$ cat src/rtl/longest_increasing_subsequence_defines.svh
// ---------------------------------------------------------------------------
// Assertion macros for the longest increasing subsequence block
// Concurrent checks, compiled out when SYNTHESIS is defined.
// ---------------------------------------------------------------------------
`ifndef LONGEST_INCREASING_SUBSEQUENCE_DEFINES_SVH
`define LONGEST_INCREASING_SUBSEQUENCE_DEFINES_SVH

`ifndef SYNTHESIS
// same-cycle implication
`define LIS_ASSERT_IMP(label, clk, rst, ante, cons) \
  label: assert property (@(posedge clk) disable iff (rst) (ante) |-> (cons)) \
    else $error("%m: same-cycle check failed");
// next-cycle implication
`define LIS_ASSERT_NXT(label, clk, rst, ante, cons) \
  label: assert property (@(posedge clk) disable iff (rst) (ante) |=> (cons)) \
    else $error("%m: next-cycle check failed");
`else
`define LIS_ASSERT_IMP(label, clk, rst, ante, cons)
`define LIS_ASSERT_NXT(label, clk, rst, ante, cons)
`endif

`endif

$ cat src/rtl/lis_pkg.sv
// ---------------------------------------------------------------------------
// lis_pkg
// Token operation codes shared by the cell chain, and fixed port widths of the top block.
// ---------------------------------------------------------------------------
package lis_pkg;

  localparam int unsigned ElemW = 32;  // element port width
  localparam int unsigned LenW  = 7;   // length port width

  // operation carried by a forward token
  typedef enum logic [1:0] {
    OP_INSERT = 2'd0,
    OP_SCAN   = 2'd1,
    OP_EMIT   = 2'd2
  } lis_op_t;

endpackage

$ cat src/rtl/lis_cell.sv
// ---------------------------------------------------------------------------
// lis_cell
// One store entry: value, chain length, predecessor and trace rank. Forward
// tokens insert, scan and emit; backward tokens walk the predecessor links.
// ---------------------------------------------------------------------------
module lis_cell
  import lis_pkg::*;
#(
  parameter int unsigned DATA_WIDTH = 32,
  parameter int unsigned MAX_ITEMS  = 64,
  parameter int unsigned IDX        = 0
) (
  input  logic clk,
  input  logic rst,
  input  logic [DATA_WIDTH+2*$clog2(MAX_ITEMS+1)+$clog2(MAX_ITEMS)+2:0] fwd_in,
  output logic [DATA_WIDTH+2*$clog2(MAX_ITEMS+1)+$clog2(MAX_ITEMS)+2:0] fwd_out,
  input  logic [$clog2(MAX_ITEMS+1)+$clog2(MAX_ITEMS)+1:0] bwd_in,
  output logic [$clog2(MAX_ITEMS+1)+$clog2(MAX_ITEMS)+1:0] bwd_out
);

  localparam int unsigned CW = $clog2(MAX_ITEMS + 1);
  localparam int unsigned IW = $clog2(MAX_ITEMS);
  localparam logic [CW-1:0] MyPos = CW'(IDX);
  localparam logic [IW-1:0] MyIdx = IW'(IDX);

  typedef struct packed {
    logic                         vld;
    lis_op_t                      op;
    logic [CW-1:0]                tgt;
    logic signed [DATA_WIDTH-1:0] val;
    logic [CW-1:0]                len;
    logic [IW-1:0]                idx;
  } fwd_tok_t;

  typedef struct packed {
    logic          vld;
    logic          act;
    logic [IW-1:0] tgt;
    logic [CW-1:0] rank;
  } bwd_tok_t;

  fwd_tok_t fi, fo, fo_next;
  bwd_tok_t bi, bo, bo_next;

  logic signed [DATA_WIDTH-1:0] val;
  logic [CW-1:0]                len;
  logic [IW-1:0]                pred;
  logic [CW-1:0]                rank;

  logic hit_back;

  assign fi      = fwd_tok_t'(fwd_in);
  assign bi      = bwd_tok_t'(bwd_in);
  assign fwd_out = fo;
  assign bwd_out = bo;

  // forward token update
  always_comb begin
    fo_next = fi;
    unique case (fi.op)
      OP_INSERT: begin
        if (MyPos < fi.tgt && val < fi.val && len >= fi.len) begin
          fo_next.len = len + CW'(1);
          fo_next.idx = MyIdx;
        end
      end
      OP_SCAN: begin
        if (MyPos < fi.tgt && len > fi.len) begin
          fo_next.len = len;
          fo_next.idx = MyIdx;
        end
      end
      OP_EMIT: begin
        if (rank == fi.len) begin
          fo_next.val = val;
        end
      end
      default: fo_next = fi;
    endcase
  end

  // backward token: follow the predecessor link when this entry is on the path
  assign hit_back = bi.act && (bi.tgt == MyIdx);

  always_comb begin
    bo_next = bi;
    if (hit_back) begin
      bo_next.tgt  = pred;
      bo_next.act  = (len > CW'(1));
      bo_next.rank = bi.rank - CW'(1);
    end
  end

  always_ff @(posedge clk) begin
    if (rst) begin
      fo.vld <= 1'b0;
      bo.vld <= 1'b0;
    end else begin
      fo.vld <= fo_next.vld;
      bo.vld <= bo_next.vld;
    end
    fo.op  <= fo_next.op;
    fo.tgt <= fo_next.tgt;
    fo.val <= fo_next.val;
    fo.len <= fo_next.len;
    fo.idx <= fo_next.idx;
    bo.act  <= bo_next.act;
    bo.tgt  <= bo_next.tgt;
    bo.rank <= bo_next.rank;
    // capture the new value at this entry's position
    if (fi.vld && fi.op == OP_INSERT && fi.tgt == MyPos) begin
      val  <= fi.val;
      len  <= fi.len;
      pred <= fi.idx;
    end
    // every trace sweep rewrites all ranks
    if (bi.vld) begin
      rank <= hit_back ? bi.rank : '0;
    end
  end

endmodule

$ cat config.mk
export PLATFORM = sky130hd
export DESIGN_NAME = lis_cell
export DESIGN_NICKNAME = d
export VERILOG_FILES = /design/src/rtl/longest_increasing_subsequence_defines.svh /design/src/rtl/lis_pkg.sv /design/src/rtl/lis_cell.sv
export SDC_FILE = /design/constraint.sdc
export NUM_CORES = 1
export LEC_CHECK = 0
export ABC_AREA = 1
export BUFFER_PORTS_ARGS = -buffer_cell sky130_fd_sc_hd__clkbuf_2
export CORE_MARGIN = 1.5
export CORE_UTILIZATION = 53
export DETAILED_ROUTE_END_ITERATION = 7
export HOLD_SLACK_MARGIN = 0.1
export PLACE_DENSITY = 0.89
export REMOVE_ABC_BUFFERS = 1
export SYNTH_ARGS = -nofsm -noshare
export SYNTH_HDL_FRONTEND = slang
export SYNTH_SLANG_ARGS = --single-unit
$ cat constraint.sdc
create_clock -name clk -period 6 [get_ports clk]
set_input_delay 0.9 -clock clk [delete_from_list [all_inputs] [get_ports clk]]
set_output_delay 0.9 -clock clk [all_outputs]
set_load 0.1 [all_outputs]
==> results.md <==
- Status: finished, final reports clean
- Die Wd: 103 microns
- Vias in the first global route: 4273
- Post-CTS setup buffers: 0
- Die height: 103 microns
- Fill cells: 771
- Synth Warn #: 0
- Htree depth: 4
- Critical path class: in -> reg
- Clk buf depth: 2
- Fin. Hold Viols: 0
- Worst hold path class: reg -> reg
- Largest delay share family, worst path: compound AO/OA/AOI/OAI gates
- Via density: roughly 5.1
- Leakage: 3.34 nW
- Remaining global-route overflow: 0
- Via count: around 4400
- Diodes inserted: 0
- Maximum Capacitance Violations: 0
- Fin Clk Skew: 0.00667 ns
- CP max stage delay: 0.73 ns
- Placer's final routability congestion estimate: 0.899
- CP Max Fanout: 33
- Drt first-iter violations: 207
- Full die area: 10700 sq um
- Multi-input gate area: 2050 sq um
- Pre-antenna DRT Iters: 5
- Initial antenna violation count: 0
- Register area: 2960 sq um
- Minimum clock period: 2.67 ns
- Post_cts resized: 0
- Routed wire per std cell: between 10 and 15 microns
- Net count, final: 819
- RSZ-0062 raised after global routing: no
- Clock root cell: clkbuf_8
- Critical Path AT: 3.09 ns
- Register area share after synthesis: 0.555
- CTS sink cnt: 122
- HPWL Detailed: 8.68 mm
- Slew Viols, Final: 0
- Slew Limit Headroom: 0.269
- Post-CTS Hold Buffers: 0
- Sw frac: 0.325
- Setup Viol. Count Final: 0
- Synth Instances: 553
- Reg power frac: 0.414
- Row count: 36
- Initial core utilization: 0.546
- Routed wire length: about 12 mm
- IO Pins: 142
- Distinct cells, synth: 38
- Power Density: approximately 330 nW/um^2
- Dpl cells: 820
- Largest net degree at the start of global routing: 46
- Port Buffers: 141
- CTS clk-pin slew, worst paths: 0.06 ns
- Worst skew pair latency: 0.53 ns
- Num CTS Buffers: 17
- Sw power: between 0.0007 and 0.0008 W
- Post-DRT Antenna Nets: 0
- Core box area: between 9000 and 10000 sq um
- Area growth from synthesis to layout: 26.1%
- CTS tree: built
- Slew @ Worst Pin: 1.09 ns
- Slowest CP cell: nand2_1
- Mean Syn Cell Area: ~9.7 sq um
- Worst Path Required: ~6.4 ns
- Pint: 0.00148 W
- Combinational share of power: 0.174
- Crit. End Element: register
- Fin Setup TNS: 0 ns
- Startpoint types: primary input
- First-pass GRT wire length: 19.6 mm
- Most common cell on crit path: nand2_1
- Mapped cell area: around 5300 sq um
- #FFs+latches synth: approximately 120
- Residual DRC count: 0
- Total track usage: 0.244
- Critical path buffers and inverters: 3
- Max frequency: approximately 0.38 GHz
- Clock Power Share: 0.413
- CP Cell Sequence: clkbuf_2, inv_2, nand2_1, o21ai_1, a2111oi_4, buf_4, nand2_1, o21ai_0
- Tcrit/Tclk final: 0.444
- Max VDD drop: around 0.22 mV
- Non-filler instance count after layout: ~850
- Fraction of layout cells with a size suffix above 1: 0.289
[tightest hold or removal path, stage by stage, from the launching register on]
cell,delay (ns)
edfxtp_1,0.33
nand2_1,0.05
nand2_1,0.04
[cells in the mapped netlist (all sizes together)]
cell type,instances,area [sq um]
dfxtp,70,1400
o2111ai,1,8.76
nor2,28,125
a21oi,17,104
nor4,2,18.8
nor3,8,55.1
nand4,11,68.8
nand3,48,263
nand2,131,499
o211ai,1,7.51
ha,41,513
o21a,3,23.8
edfxtp,52,1560
o21ai,32,171
buf,7,37.5
nand3b,2,15.0
xnor2,1,8.76
a31o,2,17.5
clkbuf,3,11.3
o22ai,2,12.5
a2111oi,1,27.5
and2,1,6.26
xor2,10,87.6
inv,78,293
clkinv,1,3.75
[cell families (layout without fill, tap and decap cells)]
| logic type | Yosys count | count (layout) | share of synthesized area |
|---|---|---|---|
| DFF | 122 | 122 | 0.555 |
| and+or+nand+nor | 231 | 231 | 0.197 |
| AOI/OAI and AO/OA | 59 | 59 | 0.0698 |
| adders and majority gates | 41 | 41 | 0.0960 |
| buffers and inverters | 89 | 255 | 0.0647 |
| xor gates and xnor gates | 11 | 11 | 0.0180 |
[worst paths after layout]
kind | startpoint | end | slack [ns] | cells past startpoint
worst min register to register | pred[1] | bwd_out[8] | 0.45 | 2
worst max-delay path | fwd_in[12] | fwd_out[13] | 3.33 | 8
worst min-delay path | pred[1] | bwd_out[8] | 0.45 | 2
worst max register to register | rank[6] | fwd_out[13] | 3.44 | 6
[area by class of cell]
| type | count | area share |
|---|---|---|
| repair buffers | 144 | 0.108 |
| clock buffers | 17 | 0.0615 |
| clock inverters | 15 | 0.0177 |
| inverters | 79 | 0.0440 |
| well taps | 133 | 0.0247 |
| flip-flops and latches | 122 | 0.440 |
| multi-input cells | 342 | 0.304 |
[cells in the final DEF (no fill, tap or decap), types with 4 or more instances in the layout]
cell type	instances
a21oi_1	14
clkbuf_16	16
clkbuf_2	141
clkinvlp_4	5
dfxtp_1	70
edfxtp_1	52
ha_1	41
inv_1	73
inv_2	5
inv_6	5
nand2_1	128
nand3_1	45
nand4_1	11
nor2_1	20
nor2_2	8
nor3_1	4
nor3_2	4
o21ai_0	28
xor2_1	10
[flip-flops by register name (all words and copies together) (netlist names)]
signal,flops
len,7
pred,6
fwd_out,55
rank,7
val,32
bwd_out,15
[through the flow]
step / utilization / area (sq um) / setup WS [ns] / hold WS [ns] / total power (W)
6_report: 0.689 / 6730 / 3.33 / 0.449 / 0.00219
5_1_grt: 0.689 / 6730 / 3.17 / 0.478 / 0.00227
4_1_cts: 0.689 / 6730 / 3.38 / 0.452 / 0.00221
3_5_place_dp: 0.634 / 6200 / 2.84 / 0.438 / 0.00131
3_3_place_gp: 0.634 / 6200 / 2.89 / 0.425 / 0.00130
2_1_floorplan: - / 5290 / 0.990 / 0.412 / 0.00122
[power by group through the flow]
stage / Clock, W / Combinational, W / Sequential (W)
2_1_floorplan: 0 / 0.0000765 / 0.00114
5_1_grt: 0.000955 / 0.000405 / 0.000910
3_3_place_gp: 0 / 0.000373 / 0.000924
6_report: 0.000905 / 0.000381 / 0.000907
3_5_place_dp: 0 / 0.000381 / 0.000924
4_1_cts: 0.000916 / 0.000383 / 0.000907
[routing by layer]
layer / GRT usage / wire length (microns) / share of wire / up-vias
met5: 0 / 0 / 0 / -
met4: 0.104 / 248 / 0.021 / 0
met3: 0.0679 / 889 / 0.074 / 22
met2: 0.412 / 5940 / 0.50 / 175
met1: 0.293 / 4910 / 0.41 / 2014
li1: - / - / - / 2152
Note: power is estimated with default switching activity, not from simulation.
